--- src/rtl/mhzp_pkg.sv ---
// shared types, constants and helper functions for the mhz text parser
package mhzp_pkg;

    // character and field widths
    localparam int CHAR_W  = 8;
    localparam int ACC_W   = 20;
    localparam int CNT_W   = 3;
    localparam int HZ_W    = 40;
    localparam int DIGIT_W = 4;

    // parse phase codes
    localparam logic [2:0] PH_LEAD  = 3'd0;
    localparam logic [2:0] PH_INT   = 3'd1;
    localparam logic [2:0] PH_DOT   = 3'd2;
    localparam logic [2:0] PH_FRAC  = 3'd3;
    localparam logic [2:0] PH_TRAIL = 3'd4;

    // character codes
    localparam logic [CHAR_W-1:0] CH_NUL   = 8'd0;
    localparam logic [CHAR_W-1:0] CH_TAB   = 8'd9;
    localparam logic [CHAR_W-1:0] CH_CR    = 8'd13;
    localparam logic [CHAR_W-1:0] CH_SPACE = 8'd32;
    localparam logic [CHAR_W-1:0] CH_DOT   = 8'd46;
    localparam logic [CHAR_W-1:0] CH_ZERO  = 8'd48;
    localparam logic [CHAR_W-1:0] CH_NINE  = 8'd57;

    localparam logic [CNT_W-1:0] MAX_DIGITS = 3'd6;
    localparam logic [ACC_W-1:0] HZ_PER_MHZ = 20'd1000000;
    localparam logic [HZ_W-1:0]  HZ_MAX     = 40'd999999999999;

    // parser state handed to the result stage on the terminator
    typedef struct packed {
        logic             ok;
        logic [ACC_W-1:0] int_accum;
        logic [ACC_W-1:0] frac_micro;
    } t_snapshot;

    // whitespace: space, tab, lf, vt, ff, cr
    function automatic logic is_space(input logic [CHAR_W-1:0] c);
        return (c == CH_SPACE) || ((c >= CH_TAB) && (c <= CH_CR));
    endfunction

    function automatic logic is_digit(input logic [CHAR_W-1:0] c);
        return (c >= CH_ZERO) && (c <= CH_NINE);
    endfunction

    // weight in millionths of the fraction digit at position cnt (0 = tenths)
    function automatic logic [ACC_W-1:0] frac_weight(input logic [CNT_W-1:0] cnt);
        logic [ACC_W-1:0] w;
        case (cnt)
            3'd0:    w = 20'd100000;
            3'd1:    w = 20'd10000;
            3'd2:    w = 20'd1000;
            3'd3:    w = 20'd100;
            3'd4:    w = 20'd10;
            3'd5:    w = 20'd1;
            default: w = 20'd0;
        endcase
        return w;
    endfunction

endpackage

--- src/rtl/mhzp_parser.sv ---
// input word register and character-by-character parse state
module mhzp_parser (
    input  logic                       i_clk,
    input  logic                       i_rst_n,
    input  logic                       i_valid,
    output logic                       o_ready,
    input  logic [mhzp_pkg::CHAR_W-1:0] i_text_char,
    input  logic                       i_res_ready,
    output logic                       o_res_fire,
    output mhzp_pkg::t_snapshot        o_snap
);
    import mhzp_pkg::*;

    logic                r_in_valid;
    logic [CHAR_W-1:0]   r_in_char;
    logic [2:0]          r_phase,    n_phase;
    logic [ACC_W-1:0]    r_int,      n_int;
    logic [CNT_W-1:0]    r_int_cnt,  n_int_cnt;
    logic [ACC_W-1:0]    r_frac,     n_frac;
    logic [CNT_W-1:0]    r_frac_cnt, n_frac_cnt;
    logic                r_reject,   n_reject;

    logic                w_term;
    logic                w_take;
    logic                w_space;
    logic                w_digit;
    logic [DIGIT_W-1:0]  w_dval;

    // word in the input register moves on unless it is a terminator facing a full output
    assign w_term  = (r_in_char == CH_NUL);
    assign w_take  = r_in_valid && (!w_term || i_res_ready);
    assign o_ready = !r_in_valid || w_take;

    assign w_space = is_space(r_in_char);
    assign w_digit = is_digit(r_in_char);
    assign w_dval  = DIGIT_W'(r_in_char - CH_ZERO);

    // input register
    always_ff @(posedge i_clk) begin
        if (!i_rst_n) begin
            r_in_valid <= 1'b0;
        end else if (o_ready) begin
            r_in_valid <= i_valid;
        end
        if (o_ready && i_valid) begin
            r_in_char <= i_text_char;
        end
    end

    // result snapshot taken on the terminator
    assign o_res_fire       = w_take && w_term;
    assign o_snap.ok        = !r_reject && (r_int_cnt != '0) &&
                              ((r_phase == PH_INT) || (r_phase == PH_FRAC) ||
                               (r_phase == PH_TRAIL));
    assign o_snap.int_accum  = r_int;
    assign o_snap.frac_micro = r_frac;

    // next parse state
    always_comb begin
        n_phase    = r_phase;
        n_int      = r_int;
        n_int_cnt  = r_int_cnt;
        n_frac     = r_frac;
        n_frac_cnt = r_frac_cnt;
        n_reject   = r_reject;
        if (w_take) begin
            if (w_term) begin
                n_phase    = PH_LEAD;
                n_int      = '0;
                n_int_cnt  = '0;
                n_frac     = '0;
                n_frac_cnt = '0;
                n_reject   = 1'b0;
            end else if (!r_reject) begin
                unique case (r_phase)
                    PH_LEAD: begin
                        if (w_digit) begin
                            n_int     = ACC_W'(w_dval);
                            n_int_cnt = CNT_W'(1);
                            n_phase   = PH_INT;
                        end else if (!w_space) begin
                            n_reject = 1'b1;
                        end
                    end
                    PH_INT: begin
                        if (w_digit) begin
                            if (r_int_cnt >= MAX_DIGITS) begin
                                n_reject = 1'b1;
                            end else begin
                                n_int     = ACC_W'((r_int << 3) + (r_int << 1) + ACC_W'(w_dval));
                                n_int_cnt = r_int_cnt + CNT_W'(1);
                            end
                        end else if (r_in_char == CH_DOT) begin
                            n_phase = PH_DOT;
                        end else if (w_space) begin
                            n_phase = PH_TRAIL;
                        end else begin
                            n_reject = 1'b1;
                        end
                    end
                    PH_DOT, PH_FRAC: begin
                        if (w_digit) begin
                            // digits past the sixth must be zero
                            if (r_frac_cnt < MAX_DIGITS) begin
                                n_frac     = r_frac + ACC_W'(ACC_W'(w_dval) *
                                                             frac_weight(r_frac_cnt));
                                n_frac_cnt = r_frac_cnt + CNT_W'(1);
                            end else if (r_in_char != CH_ZERO) begin
                                n_reject = 1'b1;
                            end
                            n_phase = PH_FRAC;
                        end else if ((r_phase == PH_FRAC) && w_space) begin
                            n_phase = PH_TRAIL;
                        end else begin
                            n_reject = 1'b1;
                        end
                    end
                    PH_TRAIL: begin
                        if (!w_space) begin
                            n_reject = 1'b1;
                        end
                    end
                    default: begin
                        n_reject = 1'b1;
                    end
                endcase
            end
        end
    end

    // parse state registers
    always_ff @(posedge i_clk) begin
        if (!i_rst_n) begin
            r_phase    <= PH_LEAD;
            r_int      <= '0;
            r_int_cnt  <= '0;
            r_frac     <= '0;
            r_frac_cnt <= '0;
            r_reject   <= 1'b0;
        end else begin
            r_phase    <= n_phase;
            r_int      <= n_int;
            r_int_cnt  <= n_int_cnt;
            r_frac     <= n_frac;
            r_frac_cnt <= n_frac_cnt;
            r_reject   <= n_reject;
        end
    end

    // digit counts never pass six
    a_cnt_bound: assert property (@(posedge i_clk) disable iff (!i_rst_n)
        (r_int_cnt <= MAX_DIGITS) && (r_frac_cnt <= MAX_DIGITS))
        else $error("digit count out of range");

    // leading phase holds no digits
    a_lead_empty: assert property (@(posedge i_clk) disable iff (!i_rst_n)
        (r_phase == PH_LEAD) |-> ((r_int_cnt == '0) && (r_frac_cnt == '0)))
        else $error("digits recorded in leading phase");

    // fraction phase implies at least one fraction digit and one integer digit
    a_frac_digits: assert property (@(posedge i_clk) disable iff (!i_rst_n)
        (r_phase == PH_FRAC) |-> ((r_frac_cnt != '0) && (r_int_cnt != '0)))
        else $error("fraction phase without digits");

    // a terminator clears the state on the next edge
    a_term_clear: assert property (@(posedge i_clk) disable iff (!i_rst_n)
        o_res_fire |=> ((r_phase == PH_LEAD) && !r_reject && (r_int_cnt == '0)))
        else $error("state not cleared after terminator");

endmodule

--- src/rtl/mhzp_result.sv ---
// scaling of the parsed value to hertz and the result register
module mhzp_result (
    input  logic                       i_clk,
    input  logic                       i_rst_n,
    input  logic                       i_fire,
    input  mhzp_pkg::t_snapshot        i_snap,
    output logic                       o_res_ready,
    output logic                       o_valid,
    input  logic                       i_ready,
    output logic [mhzp_pkg::HZ_W-1:0]  o_hz_value,
    output logic                       o_status
);
    import mhzp_pkg::*;

    logic              r_valid;
    logic [HZ_W-1:0]   r_hz;
    logic              r_status;
    logic [HZ_W-1:0]   w_prod;
    logic [HZ_W-1:0]   n_hz;

    // output register is free when empty or being drained
    assign o_res_ready = !r_valid || i_ready;

    // integer megahertz times one million plus the fraction in millionths
    assign w_prod = HZ_W'(i_snap.int_accum) * HZ_W'(HZ_PER_MHZ);
    assign n_hz   = i_snap.ok ? (w_prod + HZ_W'(i_snap.frac_micro)) : '0;

    // result register
    always_ff @(posedge i_clk) begin
        if (!i_rst_n) begin
            r_valid <= 1'b0;
        end else if (o_res_ready) begin
            r_valid <= i_fire;
        end
        if (o_res_ready && i_fire) begin
            r_hz     <= n_hz;
            r_status <= !i_snap.ok;
        end
    end

    assign o_valid    = r_valid;
    assign o_hz_value = r_hz;
    assign o_status   = r_status;

    // a rejected word carries zero hertz
    a_err_zero: assert property (@(posedge i_clk) disable iff (!i_rst_n)
        (r_valid && r_status) |-> (r_hz == '0))
        else $error("error result with nonzero value");

    // a good result stays within twelve decimal digits
    a_hz_range: assert property (@(posedge i_clk) disable iff (!i_rst_n)
        (r_valid && !r_status) |-> (r_hz <= HZ_MAX))
        else $error("result out of range");

endmodule

--- src/rtl/mhz_text_to_hz_parse.sv ---
// top level of the mhz text to hertz parser
//
// Input channel: one ASCII character per word on i_text_char, moved when
// i_valid and o_ready are both high. A NUL character ends the string.
// Output channel: one word per string, o_hz_value and o_status, moved when
// o_valid and i_ready are both high. o_status is 0 for a good string and 1
// for a rejected one, in which case o_hz_value is zero.
// Characters other than NUL produce no output word.
// The terminator, once taken, waits in the input register until the
// result register is free, and the result register then loads behind
// the parse logic.
// Throughput: one character per cycle unless a terminator is held; the per-cycle
// work is a small multiply-by-ten update of the parse state, and the
// terminator uses one constant multiply by one million before the result register.
// When the receiver stalls, ordinary characters keep flowing; only a
// terminator waits in the input register until the result register frees.
// Reset (synchronous, active low) empties both registers and returns the
// parser to its leading whitespace phase.
module mhz_text_to_hz_parse (
    input  logic                        i_clk,
    input  logic                        i_rst_n,
    input  logic                        i_valid,
    output logic                        o_ready,
    input  logic [mhzp_pkg::CHAR_W-1:0] i_text_char,
    output logic                        o_valid,
    input  logic                        i_ready,
    output logic [mhzp_pkg::HZ_W-1:0]   o_hz_value,
    output logic                        o_status
);
    import mhzp_pkg::*;

    logic      w_res_ready;
    logic      w_res_fire;
    t_snapshot w_snap;

    mhzp_parser u_parser (
        .i_clk       (i_clk),
        .i_rst_n     (i_rst_n),
        .i_valid     (i_valid),
        .o_ready     (o_ready),
        .i_text_char (i_text_char),
        .i_res_ready (w_res_ready),
        .o_res_fire  (w_res_fire),
        .o_snap      (w_snap)
    );

    mhzp_result u_result (
        .i_clk       (i_clk),
        .i_rst_n     (i_rst_n),
        .i_fire      (w_res_fire),
        .i_snap      (w_snap),
        .o_res_ready (w_res_ready),
        .o_valid     (o_valid),
        .i_ready     (i_ready),
        .o_hz_value  (o_hz_value),
        .o_status    (o_status)
    );

endmodule
--- config.mk ---
export PLATFORM = sky130hd
export DESIGN_NAME = mhz_text_to_hz_parse
export DESIGN_NICKNAME = d
export VERILOG_FILES = /design/src/rtl/mhzp_pkg.sv /design/src/rtl/mhzp_parser.sv /design/src/rtl/mhzp_result.sv /design/src/rtl/mhz_text_to_hz_parse.sv
export SDC_FILE = /design/constraint.sdc
export NUM_CORES = 1
export LEC_CHECK = 0
export ABC_CLOCK_PERIOD_IN_PS = 7300
export BUFFER_PORTS_ARGS = -buffer_cell sky130_fd_sc_hd__clkbuf_2
export CAP_MARGIN = 20
export CORE_MARGIN = 8
export CORE_UTILIZATION = 45
export CTS_CLUSTER_DIAMETER = 50
export DETAILED_ROUTE_END_ITERATION = 12
export PLACE_DENSITY = 0.66
export REMOVE_ABC_BUFFERS = 1
export SKIP_CTS_REPAIR_TIMING = 1
export SYNTH_ARGS = -nofsm -noshare
export SYNTH_HDL_FRONTEND = slang
export SYNTH_SLANG_ARGS = --single-unit
export TNS_END_PERCENT = 30
--- constraint.sdc ---
create_clock -name i_clk -period 7.3 [get_ports i_clk]
set_input_delay 1.46 -clock i_clk [delete_from_list [all_inputs] [get_ports i_clk]]
set_output_delay 1.46 -clock i_clk [all_outputs]
set_load 0.03 [all_outputs]
==> run summary, run 1 <==
Setup repair after global routing left no endpoint under its margin. During placement, the flow inserted port buffers numbering 54. Dividing the final minimum period by the clock period gives 91.33%. The insertion delay of the later-clocked pin in the worst-skew pair is 360 ps. Row generation in the floorplan step produced 62 rows. The post-detailed-route DRC marker count came out at 0.

The slew at the pin closest to its max-slew limit is 966.5 ps, and the die height is 184.9 um. Of all flip-flops after synthesis, the portion carrying an async set or reset was 0%. The average instance in the mapped netlist occupies 9.038 sq um. The detailed router finished its first iteration with 639 violations. 55 I/O pins were placed. The largest net degree at the start of global routing was 50; the final critical path time including I/O delays and setup was 6667 ps.

The total number of yosys warnings was 0; the clock slew seen by the registers of the worst setup and hold paths was 80 ps. Wires add up to 28,460 um. The tools report the global-route total usage across every layer as 17.08%. The worst hold path begins at u_parser.r_frac[0]. Sum of net half-perimeters after detailed placement: 22,990 um. Counting every instance in the synthesized netlist gives 1,420. Global routing finished with a remaining overflow of 0. For the total number of vias, the log shows 9,960. In this run the critical register-to-register path is launched from u_parser.r_int[0]. The effective utilization at floorplan was 45.20%. After synthesis, flip-flops and latches occupy 19.58% of the total area. TritonCTS built the clock tree. The die area was 0.03418 sq mm; the number of buffers created by CTS was 9. The headroom to the max-slew limit is 35.33%.

In this run, synthesis produced a sequential element count of 101. STA classifies the critical path startpoint as a register. The tools report the final count of hold timing violations as 0.

In the final routed layout, each cell accounts on average for 15.43 um. The post-synthesis cell type with the largest combined area was ha_1. Ranked by instance count, the synthesized netlist is headed by inv_1, ha_1, fa_1, nor2_1, nand2_1. The tools report the depth of the CTS H-tree as 3. In the final design database the tool counted 1,771 nets. The setup TNS was 0 ps.

Clock tree synthesis selected as its root buffer the cell clkbuf_16. Max-cap violations in this run came to 0. CTS saw 101 sinks. The cell area that synthesis handed to floorplanning was 0.01283 sq mm.

In this run the remaining antenna-violating nets after routing total 0. The leakage component of the power was 6.572 nW. Placer's final routability congestion estimate: 0.8983. After synthesis, the largest area contributor takes up 18.62% of total cell area. The number of enable flip-flop cells after synthesis was 49.

The run finished with clean final reports. Number of placed cells counting well taps: 1,828. The most common flop cell mapped by yosys was dfxtp_1. Relative to the synthesized area, the layout overhead comes to 7.410%. Wire length of the first global-routing pass: 48,150 um. Static timing analysis puts the maximum clock frequency at 150.0 MHz. Initial antenna violation count: 0. The clock passes through at most 2 buffers. The logs give 6790 ps for the arrival time reported for the critical path endpoint and 9,794 for the via count of the first global-routing pass. Setup violations remaining at the end of the flow were counted as 0.

The worst-path maximum fanout is 10, and the worst IR drop on VDD is 94.81 uV. For this design the ratio of total power to cell area is 93.03 mW/mm^2. The tightest min-delay check is of the reg -> reg type. Ranked by total cell area, the synthesized netlist is headed by ha_1, fa_1, edfxtp_1, dfxtp_1, inv_1.

The first-pass iteration count of the detailed router is 5. The tools report the launching element of the worst setup path as u_parser.r_int[0]. Number of distinct library cells after synthesis: 82. The type of destination of the critical path is a register. The count of antenna diodes in the layout is 0. By instance count, the leading cell after synthesis is inv_1.

The floorplan step set the die width to 184.9 um. Excluding fillers, the count of instances in the completed layout stands at 1,844. The post-detailed-route via-to-cell ratio came out at 5.401.

STA puts the critical path data required time at 7420 ps. The count of final max-slew check failures is 0. Worst setup skew after layout: 12.35 ps. For the standard cell core area, the log shows 0.02839 sq mm.

Fraction of layout cells with a size suffix above 1: 6.918%. By startpoint and endpoint, the worst setup path is classified as reg -> reg. Counting the fill cells in the layout gives 2,721.
flip-flops by register name (all words and copies together) (netlist names):
name	flops
u_result.o_hz_value	40
u_parser.r_frac	20
u_parser.r_int	20
u_parser.r_in_char	8
u_parser.r_frac_cnt	3
u_parser.r_int_cnt	3
u_parser.r_phase	3
u_parser.r_in_valid	1
u_parser.r_reject	1
u_result.o_status	1
u_result.o_valid	1
cell type report:
cell class                      count  area, sq um  share of cell area [%]
Timing Repair Buffer               62        330.3                   2.396
Sequential cell                   101         2512                   18.23
Tap cell                          384        480.5                   3.486
Clock buffer                        9        225.2                   1.634
Inverter                          202        758.2                   5.501
Multi-Input combinational cell   1079         9410                   68.27
Clock inverter                      7        67.56                  0.4902
cell usage in the layout, fill, tap and decap left out, types with 9 or more instances in the layout:
master / instances
edfxtp_1: 49
nor2_1: 93
a21boi_0: 12
a211oi_1: 15
o21ai_0: 64
clkbuf_16: 9
and3_1: 18
a22oi_1: 17
ha_1: 191
clkbuf_2: 54
nand4_1: 10
nand2_1: 80
nor3_1: 35
fa_1: 113
xor2_1: 21
xnor2_1: 52
a21o_1: 25
o21a_1: 12
nor2b_1: 49
dfxtp_1: 52
nand3_1: 35
nand2b_1: 12
or3_1: 17
inv_1: 200
and2_1: 23
a21oi_1: 67
path summary, 6_finish.rpt:
kind,endpoint,slack [ps],cells after the start
setup reg to reg,u_result.o_hz_value[34],630,25
hold reg to reg,u_parser.r_frac[0],500,2
hold / removal,u_parser.r_frac[0],500,2
setup / recovery,u_result.o_hz_value[34],630,25
logic make-up after synthesis:
| kind of cell | after synthesis | share of synthesized area (%) |
|---|---|---|
| fa+ha+maj | 304 | 36.25 |
| flops | 101 | 19.58 |
| xor+xnor | 74 | 5.109 |
| compound gates | 288 | 14.92 |
| buf+inv | 240 | 7.127 |
| mux | 6 | 0.4680 |
| simple gates | 407 | 16.55 |
layer usage:
metal | global-route usage [%] | routed length, um
met1 | 22.95 | 13740
met2 | 29.02 | 13320
met3 | 1.844 | 961
met4 | 4.193 | 439
met5 | 0 | 0
per-stage QoR:
| step | setup slack [ps] | power, mW | area (sq um) | util [%] | hold slack [ps] |
|---|---|---|---|---|---|
| after floorplan | 1061 | 0.7502 | 12680 | - | 452.3 |
| after global placement | 751.4 | 0.7904 | 13490 | 47.52 | 484.2 |
| after detailed placement | 644.3 | 0.7960 | 13490 | 47.52 | 488.8 |
| after CTS | 590.1 | 1.297 | 13780 | 48.55 | 499.5 |
| after global routing | 109.1 | 1.342 | 13780 | 48.55 | 530.5 |
| final | 633.1 | 1.282 | 13780 | 48.55 | 496.9 |
critical path: stages, from the launching register on:
cell and delay [ps]:
dfxtp_1 610, ha_1 310, ha_1 280, inv_1 60
fa_1 500, fa_1 510, inv_1 40, ha_1 260
inv_1 50, fa_1 500, inv_1 40, ha_1 350
o21ai_0 100, o21bai_1 90, a21oi_1 380, xnor2_1 120
ha_1 340, nand4_1 110, nor2_1 130, nor2_1 40
a21oi_1 200, nand3_1 220, or4b_4 610, nor4_2 300
xnor2_1 90, and2_1 150
report_power, final:
part,total [mW],internal (mW),switching (mW)
combinational,0.178,0.0755,0.103
sequential,0.607,0.594,0.0125
clock,0.498,0.241,0.256
total,1.28,0.911,0.371
Power figures use the tool's default switching activity.
==> inputs of run 2 (changes only) <==
CORE_MARGIN = unset   (was 8)
SYNTH_HIERARCHICAL = 1   (was unset)
==> run 2 against run 1 <==
Die area decreased by 12%. Utilization is 1.3 points higher. Clock skew is 2.8 ps higher. Combinational power up 9%. Via count increased by 2.9%. Critical endpoint is now u_result/o_hz_value[39]. Clock power is 4% higher. Largest cell class unchanged. Register-to-register slack got worse by 290 ps. Maximum frequency decreased by 4.1%. Sequential share of layout area shrank 0.71 points. Largest power group unchanged. Global-route usage increased by 2.7 points. Clock-buffer cell count did not move. Synthesized cell count increased by 3.1%.
==> run summary, run 2 <==
The run finished with clean final reports. During placement, the flow inserted port buffers numbering 54. The tools report the post-detailed-placement cell area as 0.01401 sq mm.

The initial utilization of the core area, before any placement, comes to 45.96%. The share of total power dissipated in combinational logic is 14.7%. In this run the remaining antenna-violating nets after routing total 0. The via count of the first global-routing pass was 10,020. The first-pass iteration count of the detailed router came out at 5.

The peak per-stage delay on the critical path is 550 ps, and the async set-or-reset flop fraction in the synthesized netlist is 0%. The final critical path takes up 95.24% of the cycle. The later pin in the worst-skew pair is clocked with a latency of 370 ps. The first global-routing pass estimated 48,730 um of wire.

For the worst setup path, the data required time is 7520 ps. In the final layout, the share of cells above drive strength 1 is 8.000%. In this run the power density over the cells is 91.75 mW/mm^2. Global routing used 19.75% of the available tracks across all layers. Slowest library cell on the worst path: fa_1.

The type of the most critical hold path was reg -> reg. The largest net degree at the start of global routing came out at 42. Top cell family by delay on the critical path: adder cells. The number of placed cells counting well taps came out at 1,892. In the post-synthesis netlist, the biggest area contributors are ha_1, fa_1, edfxtp_1, dfxtp_1, inv_1.

Headroom to the max-slew limit came out at 40.03%. The worst path needs 6952 ps of the cycle, external delays included. The logs give 46.0% for the sequential cell fraction of total power and 1,852 for the net count of the finished layout.

Cells fill 49.85% of the core in the end. The synthesized design devotes to its leading area cell type 19.58% of total area. Adding up every negative setup slack in the final design gives 0 ps.

The critical path contains buffers and inverters numbering 4 combined. The multi-input combinational cells in the finished layout cover a total of 0.009776 sq mm. Of all nets on the critical path, the largest fanout is 8. Using the TritonRoute via totals, the vias-per-cell ratio works out to 5.370.

TritonCTS built the clock tree. The total grt overflow is 0, and the initial antenna violation count is 0. The count of antenna diodes in the layout was 0; the arrival time reported for the critical path endpoint was 7170 ps.

Derived from the worst setup path, the maximum achievable clock frequency is 143.8 MHz. The H-tree was split into 3 levels. Leakage component of the power: 7.125 nW. The tools report the non-filler instance count after layout as 1,909. From bottom edge to top edge, the die measures 173.5 um.

The tools report the smallest hold slack as 473.0 ps. By instance count, the leading cell after synthesis is inv_1. Yosys mapped the design onto 80 distinct sky130hd cell types.

The run gives 15.13 ps as the worst setup skew after layout. The register with the most flip-flops in the layout has 40 of them. In this run, synthesis inferred 49 flip-flops with an integrated enable. Summing all non-filler instances in the final layout gives an area of 0.01435 sq mm. The most used flip-flop cell after synthesis is dfxtp_1.

After synthesis, the most frequently instantiated cells are inv_1, ha_1, fa_1, nor2_1, nand2_1. The initialized floorplan defines 62 standard-cell rows. STA classifies the critical path startpoint as a register. After detailed routing, the average wire length per cell comes to 15.09 um. Summed over all instances, the cell type with the most area after synthesis is ha_1. Averaged over all synthesized cells, the footprint is 9.035 sq um. The tool flagged a number of max-cap violations equal to 0.

The final route contains 10,250 vias. For the total number of yosys warnings, the log shows 6. Setup violations remaining at the end of the flow were counted as 0. The run gives 2,675 as the fill cell instance count of the final layout. Setup slack closes at 347.5 ps. For this run, design rule violations remaining after detail routing come to 0. Compared with the post-synthesis result, the final layout area differs by 8.466%. The tools report the worst slack at placement as 208.3 ps.

Routability-driven placement finished with a final weighted congestion of 0.9103. After clock tree synthesis, the clock-pin slew on the worst setup and hold paths is 90 ps. The top cell types in the final layout, fill and taps aside, are inv_1, ha_1, fa_1. For the mapped cell area, the log shows 0.01323 sq mm. Internal power comes to 0.9216 mW.

In this run the deepest clock path goes through 2 buffers. Summed over all nets, the half-perimeter wirelength after detailed placement is 23,580 um. Sequential elements use 18.99% of the synthesized area.

The run gives 0.02878 sq mm as the standard cell core area. Net switching is 30.00% of the power. The type of destination of the critical path was a register. Setup repair after global routing left no endpoint under its margin. Leaving out fill and tap cells, the most frequent cell in the layout is inv_1. The critical path is of the reg -> reg type. The worst-case IR drop observed on VDD is 112.9 uV. Synthesis produced 1,464 cells. The cell repeated most along the worst path was fa_1. The tree is rooted in a clkbuf_16. The signal on the critical path passes through inv_1 -> fa_1 -> fa_1 -> inv_1 -> fa_1 -> fa_1 -> ha_1 -> inv_1 -> fa_1 -> inv_1 -> ha_1 -> a21oi_4 -> o21ai_2 -> a221o_1 -> a221o_1 -> a211oi_4 -> nand2_2 -> or4_4 -> or3_4 -> or4_1 -> a21oi_1.

The synthesized design contains 101 register bits. Number of clock sinks seen by CTS: 101. Per report_power, the clock group accounts for 39.3% of the total. The design draws 1.316 mW.

The width of the die came out at 173.5 um. The count of final max-slew check failures is 0. The total I/O pin count is 55, and the number of buffers created by CTS is 9. At the pin with the least slew margin, the transition time is 896.2 ps.

For this design the total switching power over the nets is 0.3949 mW. Wires add up to 28,810 um. After the first detailed-routing iteration, the DRC count stood at 506. The die covers 0.03008 sq mm. Summing all flip-flop and latch instances after layout gives 0.002514 sq mm. The final count of hold timing violations was 0.
run 2: power groups by stage:
stage	Sequential (mW)	Clock [mW]	Combinational, mW
6_report	0.606	0.517	0.194
5_1_grt	0.607	0.551	0.221
4_1_cts	0.606	0.531	0.194
3_5_place_dp	0.619	0	0.192
3_3_place_gp	0.618	0	0.189
2_1_floorplan	0.615	0	0.149
run 2: worst register-to-register path, delay by kind of cell, from the launching register on:
kind                     cells  cell delay, ps
AO/OA/AOI/OAI                6            1480
adder cells (fa/ha/maj)      7            3140
buffers and inverters        4             280
flip-flops                   1             430
AND/OR/NAND/NOR              4            1470
run 2: cells by family after synthesis:
group                    share of synthesized area [%]
AND/OR/NAND/NOR                                  16.23
adder cells (fa/ha/maj)                          36.68
AO/OA/AOI/OAI                                    15.24
buffers and inverters                            7.151
flip-flops                                       18.99
XOR/XNOR                                         5.098
multiplexers                                    0.6054
run 2: metal layers:
| layer | vias to the layer above | part of all wire, % | global-route usage, % |
|---|---|---|---|
| met1 | 4860 | 45 | 25.31 |
| met3 | 32 | 3.4 | 1.930 |
| li1 | 5155 | - | - |
| met2 | 204 | 50 | 35.19 |
| met4 | 0 | 1.7 | 5.531 |
| met5 | - | 0 | 0 |
run 2: path summary, 6_finish.rpt:
| check | start | endpoint | slack [ps] | depth (start not counted) |
|---|---|---|---|---|
| min | u_parser/r_frac[3] | u_parser/r_frac[3] | 470 | 2 |
| min reg2reg | u_parser/r_frac[3] | u_parser/r_frac[3] | 470 | 2 |
| max | u_parser/r_int[7] | u_result/o_hz_value[39] | 350 | 21 |
| max reg2reg | u_parser/r_int[7] | u_result/o_hz_value[39] | 350 | 21 |
run 2: cell type report:
cell class / count / share of cell area [%]
multi-input combinational: 1115 / 68.13
sequential: 101 / 17.52
inverter: 216 / 5.651
tap: 384 / 3.349
timing repair buffer: 77 / 3.174
clock buffer: 9 / 1.570
clock inverter: 7 / 0.6017
